$ cat config.mk
export PLATFORM = sky130hd
export DESIGN_NAME = imu_frame_scan_angle_unwrap_core
export DESIGN_NICKNAME = d
export VERILOG_FILES = /design/src/sv/ifsau_pkg.sv /design/src/sv/ifsau_unwrap.sv /design/src/sv/imu_frame_scan_angle_unwrap_core.sv
export SDC_FILE = /design/constraint.sdc
export NUM_CORES = 1
export LEC_CHECK = 0
export ABC_AREA = 1
export BUFFER_PORTS_ARGS = -buffer_cell sky130_fd_sc_hd__buf_2
export CAP_MARGIN = 20
export CORE_MARGIN = 2
export CORE_UTILIZATION = 62
export DETAILED_ROUTE_END_ITERATION = 6
export PLACE_DENSITY = 0.81
export SLEW_MARGIN = 10
export SYNTH_ARGS = -nofsm -noshare
export SYNTH_HDL_FRONTEND = slang
export SYNTH_SLANG_ARGS = --single-unit
$ cat constraint.sdc
create_clock -name i_clk -period 5.72 [get_ports i_clk]
set_input_delay 0.858 -clock i_clk [delete_from_list [all_inputs] [get_ports i_clk]]
set_output_delay 0.858 -clock i_clk [all_outputs]
set_load 0.05 [all_outputs]
$ cat src/sv/ifsau_pkg.sv
`default_nettype none

package ifsau_pkg;

    // Default buffer length in bytes
    localparam int BUFFER_BYTES_DEF = 33;

    // Byte codes of the serial stream
    localparam logic [7:0] DOT_BYTE   = 8'h2E;
    localparam logic [7:0] SYNC_BYTE  = 8'h55;
    localparam logic [7:0] KIND_ANGLE = 8'h53;
    localparam logic [7:0] KIND_RATE  = 8'h52;

    // Angle limits in raw units, one turn is 65536
    localparam logic signed [15:0] QUARTER_TURN     = 16'sd16384;
    localparam logic signed [15:0] NEG_QUARTER_TURN = -16'sd16384;
    localparam logic signed [15:0] HALF_TURN_NEG    = 16'sh8000;
    localparam logic signed [15:0] TURN_LIMIT       = 16'sd32767;
    localparam logic signed [15:0] NEG_TURN_LIMIT   = -16'sd32767;

    // Result of one unwrap step
    typedef struct packed {
        logic               take;
        logic signed [15:0] wrap;
        logic signed [31:0] angle;
    } t_unwrap;

endpackage

`default_nettype wire

$ cat src/sv/ifsau_unwrap.sv
`default_nettype none

module ifsau_unwrap (
    input  wire logic signed [15:0] i_prev,
    input  wire logic signed [15:0] i_wrap,
    input  wire logic signed [15:0] i_raw,
    output ifsau_pkg::t_unwrap      o_step
);
    import ifsau_pkg::*;

    logic               fwd;
    logic               bwd;
    logic signed [15:0] wrap_n;

    // Detect a crossing of the half turn in either direction
    assign fwd = (i_prev > QUARTER_TURN) && (i_raw != HALF_TURN_NEG)
                 && (i_raw < NEG_QUARTER_TURN);
    assign bwd = (i_prev < NEG_QUARTER_TURN) && (i_prev != HALF_TURN_NEG)
                 && (i_raw > QUARTER_TURN);

    // Advance the turn count, saturating at the limits
    always_comb begin
        wrap_n = i_wrap;
        if (fwd) begin
            if (i_wrap < TURN_LIMIT) begin
                wrap_n = i_wrap + 16'sd1;
            end
        end else if (bwd) begin
            if (i_wrap > NEG_TURN_LIMIT) begin
                wrap_n = i_wrap - 16'sd1;
            end
        end
    end

    // Build the continuous angle: raw plus turns times 65536
    always_comb begin
        o_step.take  = (i_raw != HALF_TURN_NEG);
        o_step.wrap  = wrap_n;
        o_step.angle = $signed({wrap_n, 16'h0000}) + $signed({{16{i_raw[15]}}, i_raw});
    end

endmodule

`default_nettype wire

$ cat src/sv/imu_frame_scan_angle_unwrap_core.sv
`default_nettype none

// IMU serial frame scanner with angle unwrap.
// Input channel (i_rx_valid / o_rx_ready / i_rx_byte) takes one received byte
// per word; bytes fill a buffer of BUFFER_BYTES entries in a local memory.
// Each byte gives no result except the one that fills the buffer. That byte
// starts a scan: the memory is read one address per cycle, registered,
// while an 8-byte window slides over the data, checking for three
// 0x2E bytes in a row and for 0x55 0x53 angle / 0x55 0x52 rate frames.
// A result word on the output channel (o_res_valid / i_res_ready) is
// registered after the scan, drain and finish states, once the output is
// free. From the scan until that hand-off o_rx_ready is low; otherwise one
// byte is taken per cycle, and no byte of a new buffer is taken until the
// result of the last one is registered.
// A result that waits on a stalled receiver does not stop byte collection;
// only the end of the next scan waits for the output register to empty.
// Reset clears the byte position, the turn count, the held angle and rate,
// and the output valid. The buffer memory is not cleared: every entry is
// written before it is read.
module imu_frame_scan_angle_unwrap_core #(
    parameter int BUFFER_BYTES = ifsau_pkg::BUFFER_BYTES_DEF
) (
    input  wire logic               i_clk,
    input  wire logic               i_rst_n,
    input  wire logic               i_rx_valid,
    output logic                    o_rx_ready,
    input  wire logic [7:0]         i_rx_byte,
    output logic                    o_res_valid,
    input  wire logic               i_res_ready,
    output logic signed [31:0]      o_angle_unwrapped,
    output logic signed [15:0]      o_turn_count,
    output logic signed [15:0]      o_angular_rate,
    output logic                    o_angle_seen,
    output logic                    o_rate_seen,
    output logic                    o_buffer_dropped
);
    import ifsau_pkg::*;

    localparam int ADDR_W = $clog2(BUFFER_BYTES);
    localparam logic [ADDR_W-1:0] LAST_ADDR = ADDR_W'(BUFFER_BYTES - 1);
    localparam logic [ADDR_W-1:0] FIRST_END = ADDR_W'(7);

    localparam logic [1:0] ST_COLLECT = 2'd0;
    localparam logic [1:0] ST_SCAN    = 2'd1;
    localparam logic [1:0] ST_DRAIN   = 2'd2;
    localparam logic [1:0] ST_FINISH  = 2'd3;

    logic [1:0]         r_state;
    logic [1:0]         n_state;
    logic [ADDR_W-1:0]  r_pos;
    logic [ADDR_W-1:0]  r_addr;
    logic [7:0]         r_mem [BUFFER_BYTES];
    logic [7:0]         r_rd_data;
    logic               r_dv;
    logic [ADDR_W-1:0]  r_didx;
    logic [7:0]         r_win [7];
    logic [1:0]         r_dot_run;
    logic               r_dot_hit;

    // Working copy of the state during a scan
    logic signed [15:0] r_t_wrap;
    logic signed [15:0] r_t_prev;
    logic signed [31:0] r_t_angle;
    logic signed [15:0] r_t_rate;
    logic               r_t_aseen;
    logic               r_t_rseen;

    // Committed state, also the result word
    logic signed [15:0] r_wrap;
    logic signed [15:0] r_prev;
    logic signed [31:0] r_angle;
    logic signed [15:0] r_rate;
    logic               r_aseen;
    logic               r_rseen;
    logic               r_dropped;
    logic               r_res_valid;

    logic               rx_acc;
    logic               last_byte;
    logic               out_free;
    logic               win_full;
    logic               is_sync;
    logic               is_angle;
    logic               is_rate;
    logic signed [15:0] sample;
    t_unwrap            step;

    assign o_rx_ready = (r_state == ST_COLLECT);
    assign rx_acc     = i_rx_valid && o_rx_ready;
    assign last_byte  = rx_acc && (r_pos == LAST_ADDR);
    assign out_free   = !r_res_valid || i_res_ready;

    // Sequence collect, scan and result hand-off
    always_comb begin
        n_state = r_state;
        case (r_state)
            ST_COLLECT: begin
                if (last_byte) begin
                    n_state = ST_SCAN;
                end
            end
            ST_SCAN: begin
                if (r_addr == LAST_ADDR) begin
                    n_state = ST_DRAIN;
                end
            end
            ST_DRAIN: begin
                n_state = ST_FINISH;
            end
            ST_FINISH: begin
                if (out_free) begin
                    n_state = ST_COLLECT;
                end
            end
            default: begin
                n_state = ST_COLLECT;
            end
        endcase
    end

    always_ff @(posedge i_clk) begin
        if (!i_rst_n) begin
            r_state <= ST_COLLECT;
            r_pos   <= '0;
            r_addr  <= '0;
            r_dv    <= 1'b0;
        end else begin
            r_state <= n_state;
            // Advance the write position, wrap at the buffer end
            if (rx_acc) begin
                r_pos <= (r_pos == LAST_ADDR) ? '0 : r_pos + 1'b1;
            end
            // Advance the read address during the scan
            if (r_state == ST_SCAN) begin
                r_addr <= (r_addr == LAST_ADDR) ? '0 : r_addr + 1'b1;
            end
            r_dv <= (r_state == ST_SCAN);
        end
    end

    // Buffer memory: one write port, one registered read port
    always_ff @(posedge i_clk) begin
        if (rx_acc) begin
            r_mem[r_pos] <= i_rx_byte;
        end
        r_rd_data <= r_mem[r_addr];
        r_didx    <= r_addr;
    end

    // Frame decode on the window plus the newest byte
    assign win_full = (r_didx >= FIRST_END);
    assign is_sync  = r_dv && win_full && (r_win[0] == SYNC_BYTE);
    assign is_angle = is_sync && (r_win[1] == KIND_ANGLE);
    assign is_rate  = is_sync && (r_win[1] == KIND_RATE);
    assign sample   = $signed({r_rd_data, r_win[6]});

    ifsau_unwrap u_unwrap (
        .i_prev (r_t_prev),
        .i_wrap (r_t_wrap),
        .i_raw  (sample),
        .o_step (step)
    );

    // Slide the window and update the working state
    always_ff @(posedge i_clk) begin
        if (last_byte) begin
            r_t_wrap  <= r_wrap;
            r_t_prev  <= r_prev;
            r_t_angle <= r_angle;
            r_t_rate  <= r_rate;
            r_t_aseen <= 1'b0;
            r_t_rseen <= 1'b0;
            r_dot_run <= 2'd0;
            r_dot_hit <= 1'b0;
        end else if (r_dv) begin
            for (int j = 0; j < 6; j++) begin
                r_win[j] <= r_win[j+1];
            end
            r_win[6] <= r_rd_data;
            if (r_rd_data == DOT_BYTE) begin
                if (r_dot_run == 2'd2) begin
                    r_dot_hit <= 1'b1;
                end
                if (r_dot_run != 2'd3) begin
                    r_dot_run <= r_dot_run + 2'd1;
                end
            end else begin
                r_dot_run <= 2'd0;
            end
            if (is_angle) begin
                r_t_wrap <= step.wrap;
                if (step.take) begin
                    r_t_angle <= step.angle;
                    r_t_prev  <= sample;
                    r_t_aseen <= 1'b1;
                end
            end
            if (is_rate) begin
                r_t_rate  <= sample;
                r_t_rseen <= 1'b1;
            end
        end
    end

    // Commit the scan, or keep the held values on a dropped buffer
    always_ff @(posedge i_clk) begin
        if (!i_rst_n) begin
            r_wrap      <= '0;
            r_prev      <= '0;
            r_angle     <= '0;
            r_rate      <= '0;
            r_aseen     <= 1'b0;
            r_rseen     <= 1'b0;
            r_dropped   <= 1'b0;
            r_res_valid <= 1'b0;
        end else if (r_state == ST_FINISH && out_free) begin
            r_res_valid <= 1'b1;
            r_dropped   <= r_dot_hit;
            r_aseen     <= !r_dot_hit && r_t_aseen;
            r_rseen     <= !r_dot_hit && r_t_rseen;
            if (!r_dot_hit) begin
                r_wrap  <= r_t_wrap;
                r_prev  <= r_t_prev;
                r_angle <= r_t_angle;
                r_rate  <= r_t_rate;
            end
        end else if (i_res_ready) begin
            r_res_valid <= 1'b0;
        end
    end

    assign o_res_valid       = r_res_valid;
    assign o_angle_unwrapped = r_angle;
    assign o_turn_count      = r_wrap;
    assign o_angular_rate    = r_rate;
    assign o_angle_seen      = r_aseen;
    assign o_rate_seen       = r_rseen;
    assign o_buffer_dropped  = r_dropped;

`ifndef SYNTHESIS
    a_scan_pos_zero: assert property (@(posedge i_clk) disable iff (!i_rst_n)
        (r_state == ST_SCAN) |-> (r_pos == '0))
        else $error("write position not rewound during scan");

    a_new_result_from_finish: assert property (@(posedge i_clk) disable iff (!i_rst_n)
        $rose(o_res_valid) |-> ($past(r_state) == ST_FINISH))
        else $error("result raised outside finish");

    a_drop_clears_seen: assert property (@(posedge i_clk) disable iff (!i_rst_n)
        (o_res_valid && o_buffer_dropped) |-> (!o_angle_seen && !o_rate_seen))
        else $error("dropped buffer reports a frame");

    a_turn_in_range: assert property (@(posedge i_clk) disable iff (!i_rst_n)
        o_res_valid |-> (o_turn_count != HALF_TURN_NEG))
        else $error("turn count left saturation range");

    a_last_read_drains: assert property (@(posedge i_clk) disable iff (!i_rst_n)
        (r_state == ST_DRAIN) |-> (r_dv && (r_didx == LAST_ADDR)))
        else $error("drain without last buffer byte");
`endif

endmodule

`default_nettype wire
==> results of run 1 <==
-- registers in the layout (all words and copies together), names as in the netlist, 2 cells and up --
name               count
r_mem                264
r_win                 56
o_angle_unwrapped     32
r_t_angle             32
o_angular_rate        16
o_turn_count          16
r_prev                16
r_t_prev              16
r_t_rate              16
r_t_wrap              16
r_rd_data              8
r_addr                 6
r_didx                 6
r_pos                  6
r_dot_run              2
r_state                2
-- layout by cell type (no fill, tap or decap), types with 8 or more instances in the layout --
cell type and count:
nor2_1 238, o21ai_0 309, xor2_1 20, a21oi_1 110
nand3_1 54, o22ai_1 51, clkbuf_16 50, dfxtp_1 117
nand2_1 217, buf_2 82, clkbuf_1 12, o21ai_1 9
edfxtp_1 400, o221ai_1 15, nor3_1 30, bufinv_16 8
inv_1 154, nand4_1 20, buf_4 23, o211ai_1 8
ha_1 30
-- worst max-delay path: cells and delay by family, from the launching register on --
| family | cells | cell delay [ps] |
|---|---|---|
| and+or+nand+nor | 12 | 1860 |
| adders and majority gates | 2 | 560 |
| AOI/OAI and AO/OA | 3 | 500 |
| DFF | 1 | 410 |
| buffers and inverters | 3 | 260 |
| xor gates and xnor gates | 1 | 150 |
-- routing by layer --
layer / share of wire, % / global-route usage, %
met5: 0 / 0
met4: 2.5 / 8.53
met3: 10 / 5.43
met1: 41 / 43.0
met2: 47 / 46.4
-- power by group through the flow --
stage,Sequential (uW),Clock [uW],Combinational (uW)
floorplan,4150,0,105
global placement,4140,0,180
detailed placement,4150,0,187
CTS,4060,3480,189
global route,4060,3640,214
finish,4060,3450,192
-- cell type report --
| class | instances | area (sq um) | area share [%] |
|---|---|---|---|
| flip-flops and latches | 518 | 14400 | 60.3 |
| multi-input cells | 1172 | 5960 | 25.0 |
| well taps | 448 | 561 | 2.35 |
| clock inverters | 25 | 369 | 1.55 |
| clock buffers | 67 | 1370 | 5.72 |
| inverters | 163 | 612 | 2.57 |
| repair buffers | 106 | 611 | 2.56 |
-- through the flow --
stage | hold WS, ps | cells | total power [uW] | utilization [%]
after CTS | 419 | 2497 | 7730 | 70.7
after global routing | 427 | 2499 | 7910 | 70.8
after floorplan | 329 | 1949 | 4250 | -
after detailed placement | 405 | 2405 | 4330 | 65.5
after global placement | 401 | 2403 | 4330 | 65.5
final | 418 | 2499 | 7710 | 70.8
-- how the worst min path moves through the flow --
stage / start / to / slack [ps] / cells past startpoint
2_1_floorplan: r_addr[2] / r_didx[2] / 330 / 0
4_1_cts: r_win[5][1] / r_win[4][1] / 420 / 0
3_5_place_dp: r_win[3][3] / r_win[2][3] / 400 / 0
5_1_grt: r_win[5][3] / r_win[4][3] / 430 / 0
3_3_place_gp: r_win[2][2] / r_win[1][2] / 400 / 0
6_report: r_win[4][1] / r_win[3][1] / 420 / 0
-- kinds of logic after synthesis --
group           count (synthesis)  synth area share, %
flops                         518                 67.5
xor+xnor                       27                 1.11
simple gates                  589                 11.6
fa+ha+maj                      31                 1.86
buf+inv                       259                 4.67
compound gates                525                 13.3
==> flow_summary_export.csv, run 1 <==
group,metric,value,unit
worst_setup_path,crit_top_cell,"nand2_1",
cts,hold_buffers,0,
worst_setup_path,cp_max_fo,12,
grt,grt_pass1_vias,14700,
grt,grt_max_degree,91,
cts,cts_buffers,50,
worst_setup_path,r2r_start,"r_win[6][1]",
synthesis,synth_top_area_share,56.4,%
power,power_switching,1550,uW
cells_and_area,diodes,0,
worst_setup_path,path_class,"reg -> reg",
placement,gp_congestion,0.936,
synthesis,synth.most_common_cell,"edfxtp_1",
synthesis,synth_ff_type,"edfxtp_1",
hold_path,hold_path_class,"reg -> reg",
worst_setup_path,rrSetupSlack,1670,ps
cts,cts_tree,"yes",
sta,slew_violations,0,
cts,cts.sinks,518,
power,peakVddDrop,0.289,mV
cts,cts_max_level,2,
drt,vias,15400,
synthesis,synth_seq_area_share,67.5,%
synthesis,ys_types,48,
drt,ant_nets,0,
worst_setup_path,start_kind,"register",
worst_setup_path,endpoint,"r_t_angle[28]",
drt,wl,52600,microns
sta,finalClockSkew,43.6,ps
power,p_int,6160,uW
placement,pre_cts_ws,1820,ps
synthesis,netlist_instances,1949,
cts,cts_resized,0,
cells_and_area,stdcell_area,23900,sq um
sta,finalSetupViolCount,0,
sta,max_freq,0.247,GHz
die,coreArea,33700,sq um
grt,track_usage,29.6,%
worst_setup_path,critPathRequiredTime,6020,ps
run,maxCapViolations,0,
power,switching_share,20.1,%
synthesis,netlist_area,21300,sq um
drt,drtIter0Drc,2187,
sta,tightest_slew,992,ps
synthesis,yosys-top-cells-area,"edfxtp_1 (56%), dfxtp_1 (11%), o21ai_0 (7.3%), nor2_1 (4.2%), nand2_1 (3.8%)",
worst_setup_path,crit_start,"r_win[6][1]",
die,initial_core_util,63.2,%
power,clkPwrFrac,44.8,%
die,die_y,189,microns
cells_and_area,fill_cells,2364,
drt,drc_errors,0,
sta,finalWorstSetupSlack,1670,ps
synthesis,synth-seq-cells,518,
grt,overflow,0,
cts,clock_latency,600,ps
synthesis,synth_edf_count,400,
sta,period_minus_slack,4050,ps
run_status,outcome,"complete, no violations",
drt,wl_per_cell,21.0,microns
grt,grt_antenna_before_repair,0,
cts,clk_path_buf_depth,3,
synthesis,avgSynthCellArea,10.9,sq um
die,num_io_pins,81,
power,comb_power_share,2.5,%
sta,final.setup.tns,0,ps
worst_setup_path,r2r-end,"r_t_angle[28]",
sta,grt_setup_unrepaired,"no",
placement,port_buffers,80,
cts,clk_pin_slew,70,ps
synthesis,synth_fp_nets,1992,
synthesis,postSynth.asyncResetShare,0,%
worst_setup_path,path_cells,"or2_2 > nor2_1 > nand2_1 > nand3_1 > inv_2 > nand2_4 > nand2_1 > xor2_1 > inv_1 > ha_1 > inv_1 > fa_1 > o211ai_1 > nand3_1 > nand2_1 > a21o_1 > nand3_1 > nand2_1 > nand2_1 > nand2_1 > o22ai_1",
grt,grt_pass1_wl,81800,microns
synthesis,synth_warnings,0,
power,power_density,323,nW/um^2
die,dieArea,35900,sq um
die,die_w,189,microns
power,p_leak,0.00860,uW
placement,placed_area,22100,sq um
sta,period_share,70.9,%
drt,dr.pass1.iters,6,
cts,post-cts-setup-buffers,0,
power,p_seq_share,52.7,%
worst_setup_path,worst_path_max_delay_cell,"nand3_1",
die,row_count,67,
worst_setup_path,cpPeakStageDelay,530,ps
cells_and_area,final_net_count,2054,
cells_and_area,syn_to_final_growth,12.0,%
sta,hold_viol_final,0,
cells_and_area,drive_gt1_share,10.1,%
synthesis,synth_largest_area_cell,"edfxtp_1",
placement,dpl.hpwl,32700,microns
worst_setup_path,r2r_cells,21,
cts,root_buffer,"clkbuf_16",
synthesis,synth_common_cells,"edfxtp_1 (400), o21ai_0 (309), nor2_1 (240), nand2_1 (218), inv_1 (154)",
drt,viasPerCell,6.15,
sta,relSlewSlack,33.8,%
worst_setup_path,cp-end-kind,"register",
worst_setup_path,worstPathArrival,4350,ps
Note: power is estimated with default switching activity, not from simulation.
==> inputs of run 2 (changes only) <==
==> constraint.sdc (replaced) <==
create_clock -name i_clk -period 3.98 [get_ports i_clk]
set_input_delay 0.597 -clock i_clk [delete_from_list [all_inputs] [get_ports i_clk]]
set_output_delay 0.597 -clock i_clk [all_outputs]
set_load 0.05 [all_outputs]
==> run 2 against run 1 <==
Flip-flop and latch count did not move. Global-route usage fell by 1.1 points. Via count fell by 1.6%. Hold slack got worse by 74 ps. Total power rose by 40%. Final cell count rose by 0.56%. Clock skew fell by 21 ps. First-iteration DRC count fell by 16%. Largest cell class unchanged. Largest power group unchanged. Combinational power rose by 44%. Sequential share of layout area barely moved. Routed wire length fell by 2.9%. Critical path type unchanged.
==> flow_summary_export.csv, run 2 (synthesis results as in run 1) <==
group,metric,value,unit
run_status,outcome,"complete, no violations",
sta,tightest_slew,948,ps
cells_and_area,syn_to_final_growth,11.9,%
worst_setup_path,crit_top_cell,"nand2_1",
drt,wl_per_cell,20.3,microns
cts,clock_latency,600,ps
cts,cts_tree,"yes",
power,clkPwrFrac,43.4,%
cells_and_area,top_register,"r_mem",
grt,grt_max_degree,71,
die,initial_core_util,63.2,%
cells_and_area,final_net_count,2067,
sta,finalSetupViolCount,0,
cts,clk_pin_slew,60,ps
cts,cts_max_level,2,
drt,ant_nets,0,
power,switching_share,20.5,%
cells_and_area,largest_register_ffs,264,
sta,final.setup.tns,0,ps
grt,grt_antenna_before_repair,0,
cts,cts.sinks,518,
sta,relSlewSlack,36.6,%
cells_and_area,layout_common_cells,"edfxtp_1 (400), o21ai_0 (309), nor2_1 (238), nand2_1 (217), inv_1 (154)",
die,coreArea,33700,sq um
power,power_density,454,nW/um^2
worst_setup_path,path_cells,"inv_1 > ha_1 > o21ai_0 > nor2_1 > nand3_1 > nand2_2 > inv_2 > nand2_1 > o21ai_2 > xor2_1 > ha_1 > nand2_1 > inv_1 > nand2_1 > nand2_1 > nand2_1 > o2111ai_1 > or2_2 > nand3_1 > o21ai_0",
worst_setup_path,start_kind,"register",
sta,period_share,92.3,%
placement,dpl.hpwl,31800,microns
cts,clk_path_buf_depth,3,
drt,vias,15100,
worst_setup_path,cp_top_family,"simple AND/OR/NAND/NOR gates",
drt,wl,51000,microns
power,power_switching,2220,uW
placement,port_buffers,80,
worst_setup_path,cp-end-kind,"register",
grt,grt_pass1_wl,79000,microns
run,maxCapViolations,0,
sta,grt_setup_unrepaired,"no",
power,peakVddDrop,0.596,mV
hold_path,hold_path_class,"in -> reg",
cells_and_area,drive_gt1_share,10.6,%
power,p_leak,0.00862,uW
grt,grt_pass1_vias,14200,
placement,pre_cts_ws,331,ps
cells_and_area,diodes,0,
die,row_count,67,
drt,dr.pass1.iters,6,
sta,finalClockSkew,22.4,ps
drt,dr_wl_met3,4940,microns
die,die_w,189,microns
worst_setup_path,worstPathArrival,4020,ps
cts,post-cts-setup-buffers,0,
sta,hold_viol_final,0,
sta,period_minus_slack,3670,ps
sta,slew_violations,0,
drt,viasPerCell,6.02,
worst_setup_path,cp_max_fo,7,
sta,finalWorstSetupSlack,307,ps
cts,root_buffer,"clkbuf_16",
die,die_y,189,microns
grt,track_usage,28.6,%
placement,gp_congestion,0.938,
drt,dr_wl_met2,23200,microns
drt,wl_met1,21300,microns
drt,top_layer_used,"met4",
cts,cts_resized,0,
die,num_io_pins,81,
sta,max_freq,0.272,GHz
cells_and_area,final_common_cell,"edfxtp_1",
cells_and_area,largestRegisters,"r_mem (264), r_win (56)",
drt,drtIter0Drc,1845,
worst_setup_path,cp_num_buf_inv,3,
cts,cts_buffers,50,
cells_and_area,utilization,70.7,%
power,p_int,8590,uW
worst_setup_path,worst_path_max_delay_cell,"edfxtp_1",
worst_setup_path,critPathRequiredTime,4330,ps
cts,hold_buffers,0,
power,comb_power_share,2.6,%
worst_setup_path,path_class,"reg -> reg",
power,p_seq_share,54.0,%
power,power,10800,uW
grt,overflow,0,
drt,drc_errors,0,
worst_setup_path,cpPeakStageDelay,450,ps
die,dieArea,35900,sq um
[run 2: cell count changes in the layout (fill, tap and decap cells not counted), moves of 2 or more]
cell,delta
buf_12,+2
buf_4,+14
inv_6,-2
clkinv_1,-2
clkbuf_8,-2
clkinv_4,-2
buf_2,-2
bufinv_16,-4
clkbuf_1,+5
clkinv_2,+7
[run 2: worst paths after layout]
kind,start,end,slack (ps),cells after the start
max,r_t_wrap[0],r_t_angle[27],310,20
min,i_res_ready,o_res_valid,340,4
max reg2reg,r_t_wrap[0],r_t_angle[27],310,20
min reg2reg,r_win[3][0],r_win[2][0],410,0
[run 2: worst min-delay path: cells and delay by family]
family | cells | cell delay, ps
compound gates | 1 | 80
buf+inv | 2 | 100
simple gates | 1 | 100
[run 2: layer usage]
layer | track usage, % | vias up
met5 | 0 | -
met1 | 41.5 | 7261
li1 | - | 7022
met4 | 9.18 | 0
met2 | 43.2 | 736
met3 | 6.52 | 109
[run 2: through the flow]
stage	instances	area [sq um]	hold slack, ps
floorplan	1949	21300	329
global placement	2420	22200	401
detailed placement	2420	22200	405
CTS	2513	23800	326
global route	2513	23800	368
finish	2513	23800	344
[run 2: cell type report]
| type | count | area [sq um] |
|---|---|---|
| fill | 2374 | 9870 |
| timing repair buffer | 119 | 718 |
| inverter | 163 | 612 |
| tap | 448 | 561 |
| clock buffer | 71 | 1380 |
| multi-input combinational | 1172 | 5950 |
| clock inverter | 22 | 231 |
| sequential | 518 | 14400 |
[run 2: power groups by stage]
stage               clock network [uW]  registers [uW]  logic, uW
CTS                               4750            5840        273
global route                      4960            5840        306
floorplan                            0            5960        150
finish                            4690            5840        276
detailed placement                   0            5960        268
global placement                     0            5950        260
==> inputs of run 3 (changes only) <==
--- a/config.mk
+++ b/config.mk
@@ -15,4 +15,5 @@
 export SLEW_MARGIN = 10
 export SYNTH_ARGS = -nofsm -noshare
 export SYNTH_HDL_FRONTEND = slang
+export SYNTH_HIERARCHICAL = 1
 export SYNTH_SLANG_ARGS = --single-unit
==> run 3 against run 2 <==
Clock skew is 27 ps higher. Count of clock-buffer cells in the layout fell by 8. First-iteration DRC count shrank 7.9%. Total power up 42%. Critical endpoint is now r_t_angle[28]. Highest routed layer unchanged.
==> flow_summary_export.csv, run 3 <==
group,metric,value,unit
drt,wl_per_cell,18.7,microns
synthesis,synth_edf_count,400,
cells_and_area,diodes,0,
synthesis,synth_largest_area_cell,"edfxtp_1",
worst_setup_path,cp-end-kind,"register",
drt,drtIter0Drc,1699,
synthesis,synth.most_common_cell,"nand2_1",
grt,grt_pass1_wl,84300,microns
hold_path,hold_path_class,"in -> reg",
run,maxCapViolations,0,
worst_setup_path,path_class,"reg -> reg",
die,initial_core_util,63.2,%
power,p_leak,0.00981,uW
grt,grt_antenna_before_repair,0,
placement,placed_area,23200,sq um
drt,ant_nets,0,
cells_and_area,syn_to_final_growth,10.4,%
power,peakVddDrop,0.596,mV
cts,clock_latency,620,ps
sta,finalClockSkew,49.7,ps
grt,overflow,0,
cts,clk_pin_slew,60,ps
cells_and_area,layout_common_cells,"nand2_1 (547), edfxtp_1 (400), inv_1 (249), o21ai_0 (222), nor2_1 (193)",
sta,finalSetupViolCount,0,
cells_and_area,stdcell_area,24900,sq um
cells_and_area,fill_cells,2553,
drt,viasPerCell,5.75,
cts,root_buffer,"clkbuf_16",
synthesis,synth_seq_area_share,63.6,%
placement,pre_cts_ws,197,ps
die,row_count,69,
worst_setup_path,rrSetupSlack,320,ps
synthesis,synth-seq-cells,518,
cts,clk_path_buf_depth,3,
cts,cts_tree,"yes",
synthesis,netlist_area,22600,sq um
sta,slew_violations,0,
cells_and_area,final_net_count,2392,
worst_setup_path,cp_max_fo,7,
die,coreArea,35700,sq um
synthesis,ys_types,44,
run_status,outcome,"complete, no violations",
placement,port_buffers,80,
worst_setup_path,critPathRequiredTime,4270,ps
synthesis,postSynth.asyncResetShare,0,%
synthesis,synth_fp_nets,2352,
power,power,15400,uW
sta,period_minus_slack,3660,ps
synthesis,synth_warnings,6,
synthesis,avgSynthCellArea,9.78,sq um
synthesis,synth_ff_type,"edfxtp_1",
sta,max_freq,0.273,GHz
grt,track_usage,28.2,%
power,power_density,616,nW/um^2
sta,relSlewSlack,39.9,%
sta,tightest_slew,902,ps
cts,cts_max_level,2,
drt,vias,16400,
cells_and_area,drive_gt1_share,9.82,%
drt,wl,53400,microns
die,dieArea,38000,sq um
grt,grt_pass1_vias,15800,
sta,period_share,91.9,%
worst_setup_path,start_kind,"register",
sta,final.setup.tns,0,ps
die,die_w,195,microns
drt,drc_errors,0,
sta,grt_setup_unrepaired,"no",
cells_and_area,largestRegisters,"r_mem (264), r_win (56)",
die,die_y,195,microns
worst_setup_path,worstPathArrival,3950,ps
cells_and_area,largest_register_ffs,264,
sta,finalWorstSetupSlack,322,ps
synthesis,netlist_instances,2311,
sta,hold_viol_final,0,
cells_and_area,top_register,"r_mem",
die,num_io_pins,81,
cts,cts.sinks,518,
placement,dpl.hpwl,33800,microns
drt,dr.pass1.iters,6,
cts,cts_buffers,50,
grt,grt_max_degree,87,
placement,gp_congestion,0.918,
synthesis,synth_top_area_share,53.1,%
synthesis,yosys-top-cells-area,"edfxtp_1 (53%), dfxtp_1 (10%), nand2_1 (9.1%), o21ai_0 (4.9%), inv_1 (4.2%)",
synthesis,synth_common_cells,"nand2_1 (548), edfxtp_1 (400), inv_1 (250), o21ai_0 (222), nor2_1 (195)",
cells_and_area,final_common_cell,"nand2_1",
-- run 3: cell types whose count changed in the layout (fill, tap and decap cells not counted), sizes merged, moves of 35 or more --
cell / change
nand2: +332
inv: +96
nand3: +94
o21ai: -89
a21oi: +60
o22ai: -51
nor2: -35
-- run 3: layout make-up --
| type | instances | area, sq um | area share, % |
|---|---|---|---|
| flip-flops and latches | 518 | 14400 | 57.6 |
| multi-input cells | 1411 | 6640 | 26.6 |
| clock buffers | 63 | 1380 | 5.54 |
| inverters | 260 | 980 | 3.93 |
| repair buffers | 110 | 651 | 2.61 |
| well taps | 461 | 577 | 2.31 |
| clock inverters | 31 | 345 | 1.38 |
-- run 3: report_power, final --
group,switching (uW),total [uW],internal (uW)
combinational,2730,3860,1130
sequential,242,6600,6360
clock,2080,4890,2820
total,5050,15400,10300
-- run 3: cell families (layout without fill, tap and decap cells) --
family,Yosys count,in the layout,synth area share [%]
buffers and inverters,382,464,7.22
DFF,518,518,63.6
adders and majority gates,29,29,1.64
and+or+nand+nor,948,948,17.4
xor gates and xnor gates,22,22,0.852
AOI/OAI and AO/OA,412,412,9.25
-- run 3: critical path: stages (launching register included) --
cell,delay [ps]
edfxtp_1,460
ha_1,260
nand3_2,130
nor2_4,190
nand2_4,90
nor2_4,100
nand4_2,100
nand2_2,150
nand2_2,70
xor2_1,130
inv_1,80
ha_1,200
fa_1,420
nand3_1,90
nand2_1,120
a21oi_4,190
inv_1,70
nand2_1,60
nand2_1,80
nand2_1,60
nand2_1,50
xor2_1,140
nand2_1,60
o21ai_0,90
-- run 3: per-layer routing --
metal,vias up,global-route usage [%],part of all wire [%]
met3,111,4.10,7.9
met2,735,45.6,48
met5,-,0,0
met4,0,10.5,2.7
met1,7812,39.2,41
li1,7757,-,-
-- run 3: path summary, 6_finish.rpt --
kind / cells past startpoint / end / start
hold reg to reg: 0 / r_win[4][1] / r_win[5][1]
hold / removal: 4 / o_res_valid / i_res_ready
setup reg to reg: 23 / r_t_angle[28] / r_t_wrap[0]
setup / recovery: 23 / r_t_angle[28] / r_t_wrap[0]
-- run 3: what timing repair did --
action,CTS,global route
resized for setup,0,5
hold buffers,0,0
buffers inserted,0,1
endpoints found under the setup margin,0,5
-- run 3: stage by stage --
stage / util (%) / hold slack (ps) / instances
CTS: 69.7 / 363 / 2853
detailed placement: 64.9 / 405 / 2759
finish: 69.8 / 378 / 2854
global placement: 64.9 / 400 / 2759
floorplan: - / 326 / 2311
global route: 69.8 / 367 / 2854
